File: config.mk
export PLATFORM = sky130hd
export DESIGN_NAME = fixed_width_int_logical_field_reader
export DESIGN_NICKNAME = d
export VERILOG_FILES = /design/src/rtl/fwil_pkg.sv /design/src/rtl/fwil_core.sv /design/src/rtl/fixed_width_int_logical_field_reader.sv
export SDC_FILE = /design/constraint.sdc
export NUM_CORES = 1
export LEC_CHECK = 0
export BUFFER_PORTS_ARGS = -buffer_cell sky130_fd_sc_hd__buf_2
export CAP_MARGIN = 20
export CORE_MARGIN = 5
export CORE_UTILIZATION = 55
export DETAILED_ROUTE_END_ITERATION = 10
export GPL_TIMING_DRIVEN = 0
export PLACE_DENSITY_LB_ADDON = 0.12
export SLEW_MARGIN = 20
export SYNTH_ARGS = -nofsm -noshare
export SYNTH_HDL_FRONTEND = slang
export SYNTH_HIERARCHICAL = 1
export SYNTH_SLANG_ARGS = --single-unit
File: constraint.sdc
create_clock -name aclk -period 6.7 [get_ports aclk]
set_input_delay 1.34 -clock aclk [delete_from_list [all_inputs] [get_ports aclk]]
set_output_delay 1.34 -clock aclk [all_outputs]
set_load 0.01 [all_outputs]
File: src/rtl/fwil_pkg.sv
`default_nettype none

package fwil_pkg;

    // Character codes
    localparam logic [7:0] CH_NEWLINE = 8'h0A;
    localparam logic [7:0] CH_SPACE   = 8'h20;
    localparam logic [7:0] CH_PLUS    = 8'h2B;
    localparam logic [7:0] CH_COMMA   = 8'h2C;
    localparam logic [7:0] CH_MINUS   = 8'h2D;
    localparam logic [7:0] CH_ZERO    = 8'h30;
    localparam logic [7:0] CH_NINE    = 8'h39;
    localparam logic [7:0] CH_LOWER_F = 8'h66;
    localparam logic [7:0] CH_LOWER_T = 8'h74;

    // Result status codes
    localparam logic [1:0] STATUS_OK       = 2'd0;
    localparam logic [1:0] STATUS_BAD_CHAR = 2'd1;
    localparam logic [1:0] STATUS_NO_VALUE = 2'd2;
    localparam logic [1:0] STATUS_EOI      = 2'd3;

    // Logical field progress
    localparam logic [1:0] LOG_NONE  = 2'd0;
    localparam logic [1:0] LOG_FALSE = 2'd1;
    localparam logic [1:0] LOG_TRUE  = 2'd2;

    // Field kinds, store sizes and the octal base
    localparam logic       KIND_INTEGER = 1'b0;
    localparam logic       KIND_LOGICAL = 1'b1;
    localparam logic [1:0] SIZE_BYTE    = 2'd0;
    localparam logic [1:0] SIZE_HALF    = 2'd1;
    localparam logic [3:0] BASE_OCTAL   = 4'd8;

    // Configuration register indexes
    localparam int unsigned CFG_IDX_W = 3;
    localparam logic [CFG_IDX_W-1:0] CFG_FIELD_KIND    = 3'd0;
    localparam logic [CFG_IDX_W-1:0] CFG_NUMBER_BASE   = 3'd1;
    localparam logic [CFG_IDX_W-1:0] CFG_FIELD_WIDTH   = 3'd2;
    localparam logic [CFG_IDX_W-1:0] CFG_BLANK_AS_ZERO = 3'd3;
    localparam logic [CFG_IDX_W-1:0] CFG_RESULT_SIZE   = 3'd4;
    localparam int unsigned CFG_DATA_W = 8;

    typedef struct packed {
        logic       field_kind;
        logic [3:0] number_base;
        logic [7:0] field_width;
        logic       blank_as_zero;
        logic [1:0] result_size;
    } fwil_cfg_t;

    typedef struct packed {
        logic [31:0] value;
        logic        value_written;
        logic [1:0]  status;
    } fwil_result_t;

    // Apply sign, truncate to the store size and sign-extend
    function automatic logic [31:0] sized_value(input logic [31:0] acc,
                                                input logic        neg,
                                                input logic [1:0]  size);
        logic [31:0] x;
        logic [31:0] r;
        begin
            x = neg ? (32'd0 - acc) : acc;
            if (size == SIZE_BYTE) begin
                r = {{24{x[7]}}, x[7:0]};
            end else if (size == SIZE_HALF) begin
                r = {{16{x[15]}}, x[15:0]};
            end else begin
                r = x;
            end
            return r;
        end
    endfunction

endpackage

`default_nettype wire

File: src/rtl/fwil_core.sv
`default_nettype none

module fwil_core (
    input  wire logic                  aclk,
    input  wire logic                  aresetn,
    input  wire logic                  beat_in,
    input  wire logic [7:0]            character,
    input  wire logic                  end_of_input,
    input  wire fwil_pkg::fwil_cfg_t   cfg,
    output logic                       emit,
    output fwil_pkg::fwil_result_t     result
);
    import fwil_pkg::*;

    logic [7:0]  pos_reg, pos_next;
    logic [31:0] acc_reg, acc_next;
    logic        neg_reg, neg_next;
    logic [1:0]  log_reg, log_next;

    logic        is_octal;
    logic [31:0] acc_scaled;
    logic        is_digit;
    logic        is_blank;
    logic [7:0]  pos_inc;
    logic [7:0]  eff_width;
    logic        at_end;
    logic [3:0]  digit_code;

    // Scale by the radix with shifts and one add
    assign is_octal   = (cfg.number_base == BASE_OCTAL);
    assign acc_scaled = is_octal ? {acc_reg[28:0], 3'b000}
                                 : ({acc_reg[28:0], 3'b000} + {acc_reg[30:0], 1'b0});
    assign is_digit   = (character >= CH_ZERO) && (character <= CH_NINE);
    assign is_blank   = (character == CH_SPACE) || (character == CH_NEWLINE);
    // Digits '0'..'9' carry their value in the low nibble
    assign digit_code = character[3:0];
    assign pos_inc    = pos_reg + 8'd1;
    assign eff_width  = (cfg.field_width == 8'd0) ? 8'd1 : cfg.field_width;
    assign at_end     = (pos_inc >= eff_width) || (pos_inc == 8'd0);

    // Next field state and result for one character beat
    always_comb begin
        pos_next = pos_reg;
        acc_next = acc_reg;
        neg_next = neg_reg;
        log_next = log_reg;
        emit     = 1'b0;
        result   = '{value: 32'd0, value_written: 1'b0, status: STATUS_OK};
        if (beat_in) begin
            if (end_of_input) begin
                emit          = 1'b1;
                result.status = STATUS_EOI;
            end else if (cfg.field_kind == KIND_INTEGER) begin
                if (character == CH_COMMA) begin
                    emit                 = 1'b1;
                    result.value         = sized_value(acc_reg, neg_reg, cfg.result_size);
                    result.value_written = 1'b1;
                end else if (!(is_digit || is_blank || character == CH_MINUS
                               || character == CH_PLUS)) begin
                    emit          = 1'b1;
                    result.status = STATUS_BAD_CHAR;
                end else begin
                    if (character == CH_MINUS) begin
                        neg_next = 1'b1;
                    end else if (is_digit) begin
                        acc_next = acc_scaled + {28'd0, digit_code};
                    end else if (is_blank && cfg.blank_as_zero) begin
                        acc_next = acc_scaled;
                    end
                    pos_next = pos_inc;
                    if (at_end) begin
                        emit                 = 1'b1;
                        result.value         = sized_value(acc_next, neg_next,
                                                           cfg.result_size);
                        result.value_written = 1'b1;
                    end
                end
            end else begin
                if (character == CH_COMMA) begin
                    emit = 1'b1;
                end else begin
                    if (log_reg == LOG_NONE) begin
                        if (character == CH_LOWER_T) begin
                            log_next = LOG_TRUE;
                        end else if (character == CH_LOWER_F) begin
                            log_next = LOG_FALSE;
                        end
                    end
                    pos_next = pos_inc;
                    if (at_end) begin
                        emit = 1'b1;
                        if (log_next == LOG_NONE) begin
                            result.status = STATUS_NO_VALUE;
                        end else begin
                            result.value         = {31'd0, log_next == LOG_TRUE};
                            result.value_written = 1'b1;
                        end
                    end
                end
            end
            // Every result returns the field to its initial state
            if (emit) begin
                pos_next = 8'd0;
                acc_next = 32'd0;
                neg_next = 1'b0;
                log_next = LOG_NONE;
            end
        end
    end

    always_ff @(posedge aclk) begin
        if (!aresetn) begin
            pos_reg <= 8'd0;
            acc_reg <= 32'd0;
            neg_reg <= 1'b0;
            log_reg <= LOG_NONE;
        end else begin
            pos_reg <= pos_next;
            acc_reg <= acc_next;
            neg_reg <= neg_next;
            log_reg <= log_next;
        end
    end

endmodule

`default_nettype wire

File: src/rtl/fixed_width_int_logical_field_reader.sv
// Fixed-width formatted field reader: integer (octal/decimal) and logical fields.
// Input channel s_*: one character per beat; s_tuser flags end of input.
// Result channel m_*: one beat per finished field, carrying the value in
// m_tdata and value_written/status in m_tuser.
// Configuration: write cfg_wdata into register cfg_index while cfg_we is high;
// registers take effect from the next character.
// A result appears on m_* in the cycle after the beat that ends the field
// (last character, comma, bad character or end of input).
// Throughput: one character per cycle while s_tready is high, set by the single
// radix multiply-add (shift and add) on the accumulator between the state and
// result registers. The receiver may stall: a finished result waits in the
// output register and s_tready stays high as long as that register is empty or
// being drained. Reset (aresetn low, synchronous) clears the field state,
// empties the output register and restores registers to integer, decimal,
// width 1, no blank-zero, word size.
`default_nettype none

module fixed_width_int_logical_field_reader (
    input  wire logic                            aclk,
    input  wire logic                            aresetn,
    // character beats
    input  wire logic                            s_tvalid,
    output logic                                 s_tready,
    input  wire logic [7:0]                      s_tdata,   // [7:0] character
    input  wire logic                            s_tuser,   // [0] end_of_input
    // result beats
    output logic                                 m_tvalid,
    input  wire logic                            m_tready,
    output logic [31:0]                          m_tdata,   // [31:0] value
    output logic [7:0]                           m_tuser,   // [0] value_written,
                                                             // [2:1] status
    // configuration writes
    input  wire logic                            cfg_we,
    input  wire logic [fwil_pkg::CFG_IDX_W-1:0]  cfg_index,
    input  wire logic [fwil_pkg::CFG_DATA_W-1:0] cfg_wdata
);
    import fwil_pkg::*;

    fwil_cfg_t    cfg_reg;
    fwil_result_t res;
    fwil_result_t res_reg;
    logic         emit;
    logic         beat_in;
    logic         m_valid_reg;

    // Configuration registers
    always_ff @(posedge aclk) begin
        if (!aresetn) begin
            cfg_reg <= '{field_kind: KIND_INTEGER, number_base: 4'd10,
                         field_width: 8'd1, blank_as_zero: 1'b0, result_size: 2'd2};
        end else if (cfg_we) begin
            unique case (cfg_index)
                CFG_FIELD_KIND:    cfg_reg.field_kind    <= cfg_wdata[0];
                CFG_NUMBER_BASE:   cfg_reg.number_base   <= cfg_wdata[3:0];
                CFG_FIELD_WIDTH:   cfg_reg.field_width   <= cfg_wdata[7:0];
                CFG_BLANK_AS_ZERO: cfg_reg.blank_as_zero <= cfg_wdata[0];
                CFG_RESULT_SIZE:   cfg_reg.result_size   <= cfg_wdata[1:0];
                default: ;
            endcase
        end
    end

    // Accept while the output register is empty or draining
    assign s_tready = !m_valid_reg || m_tready;
    assign beat_in  = s_tvalid && s_tready;

    fwil_core u_core (
        .aclk         (aclk),
        .aresetn      (aresetn),
        .beat_in      (beat_in),
        .character    (s_tdata),
        .end_of_input (s_tuser),
        .cfg          (cfg_reg),
        .emit         (emit),
        .result       (res)
    );

    // Output register: load on a finished field, hold while stalled
    always_ff @(posedge aclk) begin
        if (!aresetn) begin
            m_valid_reg <= 1'b0;
        end else if (s_tready) begin
            m_valid_reg <= emit;
        end
    end

    always_ff @(posedge aclk) begin
        if (s_tready && emit) begin
            res_reg <= res;
        end
    end

    assign m_tvalid = m_valid_reg;
    assign m_tdata  = res_reg.value;
    assign m_tuser  = {5'd0, res_reg.status, res_reg.value_written};

endmodule

`default_nettype wire

# --- Word level (Yosys, flattened, before mapping) ---
# Index checks and enable logic that the tools add are counted.
classes:
  addsub: 5
  magnitude_cmp: 3
  n_reduce_logical: 29
  n_mux: 68
  bitwise_logic: 1
  n_eq_ne: 17
ops:
  columns: ["cell", "n"]
  rows:
  - ["2-to-1 mux 32 bit", 20]
  - ["2-to-1 mux 33 bit", 3]
  - ["2-to-1 mux 35 bit", 2]
  - ["subtractor 1 x 32 -> 32 bit (first input constant)", 2]
  - ["2-to-1 mux 8 bit", 7]
  - ["adder 32 bit", 1]
  - ["adder 32 x 4 -> 32 bit", 1]
  - ["equality test 8 x 6 -> 1 bit (second input constant)", 4]
  - ["2-to-1 mux 2 bit", 15]
  - ["2-to-1 mux 1 bit", 20]
  - ["equality test 8 x 7 -> 1 bit (second input constant)", 2]
  - ["logical NOT 8 bit", 2]
  - ["AND reduction 2 bit", 5]
  - ["adder 8 x 1 -> 8 bit (second input constant)", 1]
  - ["equality test 8 x 4 -> 1 bit (second input constant)", 1]
  - [">= comparator 8 x 6 -> 1 bit (second input constant)", 1]
  - [">= comparator 8 bit", 1]
  - ["<= comparator 8 x 6 -> 1 bit (second input constant)", 1]
  - ["AND reduction 4 bit", 2]
  - ["equality test 3 x 2 -> 1 bit (second input constant)", 2]
  - ["logical NOT 2 bit", 3]
  - ["logical OR 1 bit", 6]
  - ["AND reduction 5 bit", 1]
  - ["equality test 4 bit (second input constant)", 1]
  - ["14 further kinds", 19]
word_totals:
  output_inout_bits: 42
  elab_cells: 136
  ff_bits: 95

# --- Depth between registers and ports, before layout ---
depth:
  ltp_word: 20
  depth_mapped: 20
  mapped_depth_nobuf: 16

# --- Hierarchy ---
# Netlist, hierarchy kept.
modules_own_cells:
  columns: ["module", "instances", "area_per_inst_um2", "cells_per_inst"]
  rows:
  - ["fwil_core", 1, 8241.7, 1175]
  - ["fixed_width_int_logical_field_reader", 1, 1826.8, 116]

# --- Worst setup path after synthesis ---
# OpenSTA, ideal clock, no wires.
synth_path:
  kind: "input-to-reg"
  startpoint: "in s_tdata[7]"
  endpoint: "reg res_reg (netlist bit m_tdata[22]) (data pin)"
  stages: 13
  t_arrival_ps: 4843
  required_ps: 6439
  setup_slack_ps: 1596
  n_path_buf: 0
  path_cell_list: "or4_4 > a2111oi_4 > nor2_2 > nand2_1 > or3b_1 > mux2_2 > nor3_2 > and4bb_2 > a21oi_1 > xnor2_1 > o21a_2 > and3_1 > a221o_1"
synth_between:
  elab_chain_len: 19
  word_cells_on_any_way: 35
  classes_between: "1 x add/sub; 2 x order compare; 5 x eq/ne; 21 x mux; 6 x reduce/logical"
synth_rtl:
  columns: ["item", "line_no", "rtl"]
  rows:
  - ["start, declared", "fixed_width_int_logical_field_reader.sv:24", "input wire logic [7:0] s_tdata,"]
  - ["branches (longest 17 deep; another with subtractor 1 x 32 -> 32 bit)", null, null]
  - ["2-to-1 mux 33 bit (*)", "fwil_core.sv:54", "if (character == CH_COMMA) begin"]
  - ["2-to-1 mux 35 bit (*)", "fwil_core.sv:53", "end else if (cfg.field_kind == KIND_INTEGER) begin"]
  - ["end signal, assigned", "fixed_width_int_logical_field_reader.sv:89", "res_reg <= res;"]
  - ["end, declared", "fixed_width_int_logical_field_reader.sv:41", "fwil_result_t res_reg;"]
# Mark *: on every way between the ends. The select of a mux whose other input is x is not followed.
# A chain may end at the register's enable or synchronous reset.

# --- Worst setup path in the final report ---
layout_path:
  startpoint: "reg cfg_reg[12] (netlist name)"
  endpoint: "reg res_reg (netlist bit m_tdata[24]) (data pin)"
layout_between:
  elab_chain_len: 18
  word_cells_on_any_way: 19
  classes_between: "2 x add/sub; 1 x eq/ne; 16 x mux"
layout_rtl:
  columns: ["item", "line_no", "rtl"]
  rows:
  - ["start, declared", "fixed_width_int_logical_field_reader.sv:39", "fwil_cfg_t cfg_reg;"]
  - ["start signal, assigned", "fixed_width_int_logical_field_reader.sv:49", "cfg_reg <= '{field_kind: KIND_INTEGER, number_base: 4'd10,"]
  - ["equality test 4 bit (*)", "fwil_core.sv:30", "assign is_octal = (cfg.number_base == BASE_OCTAL);"]
  - ["2-to-1 mux 32 bit (*)", "fwil_core.sv:31", "assign acc_scaled = is_octal ? {acc_reg[28:0], 3'b000}"]
  - ["adder 32 x 4 -> 32 bit / 2-to-1 mux 32 bit (equally long branches)", "fwil_core.sv:66, fwil_core.sv:67", null]
  - ["2-to-1 mux 32 bit (*)", "fwil_core.sv:65", "end else if (is_digit) begin"]
  - ["2-to-1 mux 32 bit (*)", "fwil_core.sv:63", "if (character == CH_MINUS) begin"]
  - ["2-to-1 mux 32 bit (*)", "fwil_core.sv:58", "end else if (!(is_digit || is_blank || character == CH_MINUS"]
  - ["2-to-1 mux 32 bit (*)", "fwil_core.sv:54", null]
  - ["2-to-1 mux 32 bit (*)", "fwil_core.sv:53", null]
  - ["(+2 left out)", null, null]
  - ["subtractor 1 x 32 -> 32 bit", "fwil_pkg.sv:64", "x = neg ? (32'd0 - acc) : acc;"]
  - ["2-to-1 mux 32 bit (*)", "fwil_pkg.sv:64", null]
  - ["2-to-1 mux 32 bit", "fwil_pkg.sv:67", "end else if (size == SIZE_HALF) begin"]
  - ["2-to-1 mux 32 bit (*)", "fwil_pkg.sv:65", "if (size == SIZE_BYTE) begin"]
  - ["2-to-1 mux 33 bit (*)", "fwil_core.sv:71", "if (at_end) begin"]
  - ["2-to-1 mux 33 bit (*)", "fwil_core.sv:58", null]
  - ["2-to-1 mux 33 bit (*)", "fwil_core.sv:54", null]
  - ["2-to-1 mux 35 bit (*)", "fwil_core.sv:53", null]
# Mark *: on every way between the ends. The rest lies on a longest branch, timed or not. The select of a mux whose other input is x is not followed.

==> metrics.md <==
| Metric | Value |
|---|---|
| Total number of vias | `10400` |
| Layout cell share with drive strength beyond 1 | `12.2%` |
| Final min period | `5.72 ns` |
| Worst r2r path cells | `18` |
| Syn. warnings | `6` |
| Total GRT Usage | `28.6%` |
| Hold path cells | `2` |
| Post-synth EDFFs | `35` |
| Endpoints failing hold | `0` |
| Crit. End Element | `register` |
| Met1 usage in global routing | `42.4%` |
| Worst flop-to-flop path endpoint | `m_tdata[24]` |
| Worst-Skew Late Latency | `0.36 ns` |
| Clk slew on worst S/H paths | `0.08 ns` |
| Fmax | `175 MHz` |
| DPL Wire Length | `24700 um` |
| Post-Syn Instances | `1291` |
| Unique masters post-synth | `107` |
| DRT Pass-1 Iters | `5` |
| RSZ-0062 raised after global routing | `no` |
| WP data required | `6.81 ns` |
| Hold Path Origin | `cfg_reg[4]` |
| Longest Clk Path Bufs | `2` |
| Port buffer count | `61` |
| Worst EP arrival | `5.84 ns` |
| Area delta synth->final | `9.27%` |
| CTS root buf | `clkbuf_16` |
| Kind of critical path | `register to register` |
| DR vias/cell | `6.50` |
| Overflow after GRT | `0` |
| Final Setup Violations | `0` |
| Leak | `0.00403 uW` |
| Total power | `1290 uW` |
| Pwr Density | `117 nW/um2` |
| CTS tree | `built` |
| CTS H-tree lvls | `3` |
| Postcts setup bufs | `0` |
| VDD IR max | `0.000112 V` |
| Mean Syn Cell Area | `7.80 um2` |
| Clock sink total | `95` |
| Slew Viols, Final | `0` |
| GRT met3 Usage | `4.46%` |
| Global-route wire length before repair | `50600 um` |
| CP startpoint kind | `register` |
| DRC Markers | `0` |
| Asr flop ratio synth | `0%` |
| Layout Nets | `1437` |
| Initial DRC count | `1011` |
| Max-cap violations | `0` |
| Hold_buf cts | `0` |
| Synth Register Bits | `95` |
| Accumulated negative setup slack | `0 ns` |
| Clk_skew | `0.0138 ns` |
| DIE WIDTH | `145 um` |
| Routed wire length | `31100 um` |
| Commonest non-fill, non-tap cell in the layout | `nand2_1` |
| CTS buffer count | `9` |
| Area leader, netlist | `dfxtp_1` |
| Netlist Area Pre-Place | `10100 um2` |
| Highest net fanout along the worst path | `10` |
| Die Ht | `145 um` |
| Worst-Margin Slew | `0.997 ns` |
| Hold endpoint | `cfg_reg[4]` |
| Yosys top cell area share | `11.9%` |
| Grt peak-use layer | `met1` |
| RD Place Congestion | `0.945` |
| Most frequent cells in the layout | `nand2_1, nor2_1, buf_2` |
| Starting density of the core | `55.9%` |
| Rows | `49` |
| Status | `completed` |
| Rel. slew slack | `32.9%` |
| Initial antenna violation count | `0` |
| Largest net degree at the start of global routing | `36` |
| Die area | `21100 um2` |
| Final ANT Viol Nets | `0` |
| Reg2reg setup slack | `0.98 ns` |
| Vias in the first global route | `9502` |
| Resize count post-CTS | `0` |
| Hold Crit Class | `register to register` |
| Period utilization | `85.4%` |
| Routed len/inst | `19.4 um` |
| Synth top area cells | `dfxtp_1, edfxtp_1, xnor2_1, ha_1, nand2_1` |
| Core area | `18000 um2` |
| Register area share after synthesis | `22.4%` |
| Grt met2 use | `42.1%` |
| Main synth FF type | `dfxtp_1` |
| Reg2reg start | `cfg_reg[12]` |
| I/O pin cnt | `67` |
[per-stage QoR]
step | utilization [%] | hold WS, ns | cell area, um2 | worst slack (ns) | std cells
after floorplan | - | 0.434 | 10100 | 1.60 | 1295
after global placement | 59.2 | 0.444 | 10700 | 0.329 | 1585
after detailed placement | 59.3 | 0.456 | 10700 | 0.927 | 1586
after CTS | 61.0 | 0.465 | 11000 | 1.11 | 1602
after global routing | 61.0 | 0.489 | 11000 | 0.602 | 1602
final | 61.0 | 0.460 | 11000 | 0.975 | 1603
[routing by layer]
layer | vias up | wire length (um)
met5 | - | 0
met4 | 0 | 998
met3 | 81 | 2710
met2 | 534 | 13100
met1 | 4787 | 14300
li1 | 5014 | -
[synth_stat cells (6+ instances only)]
cell type,n
o21a_1,15
a21boi_0,7
nor3_1,27
xnor2_1,64
a32oi_1,6
o211ai_1,11
nor2_1,84
clkbuf_1,61
inv_1,29
or4_1,10
ha_1,42
mux2i_1,26
and2_1,30
or3_1,20
buf_2,21
o31ai_1,22
nor2b_1,41
buf_4,8
a21oi_1,76
o21ai_1,15
and4_1,6
nand2b_1,13
a21o_1,12
dfxtp_1,60
nand2_1,138
o41ai_1,8
xor2_1,23
a22oi_1,42
a211oi_1,22
edfxtp_1,35
a32o_1,6
nand3_1,29
a31oi_1,27
and3_1,14
nor4_1,17
nand4_1,19
o21ai_0,60
[worst max-delay path, stage by stage, from the launching register on]
cell and delay (ns):
dfxtp_1 0.34, nor4b_4 0.61, buf_2 0.33, buf_2 0.28, nor2_1 0.12, ha_1 0.28, a21o_1 0.10, a21oi_1 0.10
a21oi_1 0.25, o211ai_1 0.26, or3_1 0.48, o21a_1 0.19, o31ai_1 0.55, and4bb_2 0.36, a21oi_1 0.19, xnor2_1 0.14
o21a_2 0.29, and3_1 0.25, a221o_1 0.32
[report_power, final]
| group | internal (uW) | total (uW) | switching [uW] |
|---|---|---|---|
| registers | 612 | 617 | 4.64 |
| clock network | 283 | 537 | 253 |
| logic | 46.1 | 134 | 87.7 |
| total | 941 | 1290 | 346 |
[cell type report]
type / instances / area (um2)
Clock inverter: 6 / 53.8
Antenna cell: 1 / 2.50
Buffer: 97 / 435
Inverter: 30 / 113
Fill cell: 1705 / 7020
Sequential cell: 95 / 2250
Tap cell: 229 / 287
Timing Repair Buffer: 62 / 310
Multi-Input combinational cell: 1073 / 7300
Clock buffer: 10 / 250
[kinds of logic (layout without fill, tap and decap cells)]
group	count (synthesis)	after routing	synth area share [%]
multiplexers	31	31	3.14
flip-flops	95	95	22.4
other	1	6	0.0372
AO/OA/AOI/OAI	407	407	29.1
XOR/XNOR	87	87	7.57
buffers and inverters	127	205	5.44
AND/OR/NAND/NOR	499	499	26.7
adder cells (fa/ha/maj)	44	44	5.62
[worst max path at each step]
stage                     start                 end  depth (start not counted)
floorplan            s_tdata[7]         m_tdata[22]                         13
global placement     s_tdata[1]  u_core/acc_reg[10]                         12
detailed placement   s_tdata[7]         m_tdata[28]                         15
CTS                 cfg_reg[12]         m_tdata[22]                         18
global route        cfg_reg[12]         m_tdata[28]                         19
finish              cfg_reg[12]         m_tdata[24]                         18
Note: power is estimated with default switching activity, not from simulation.
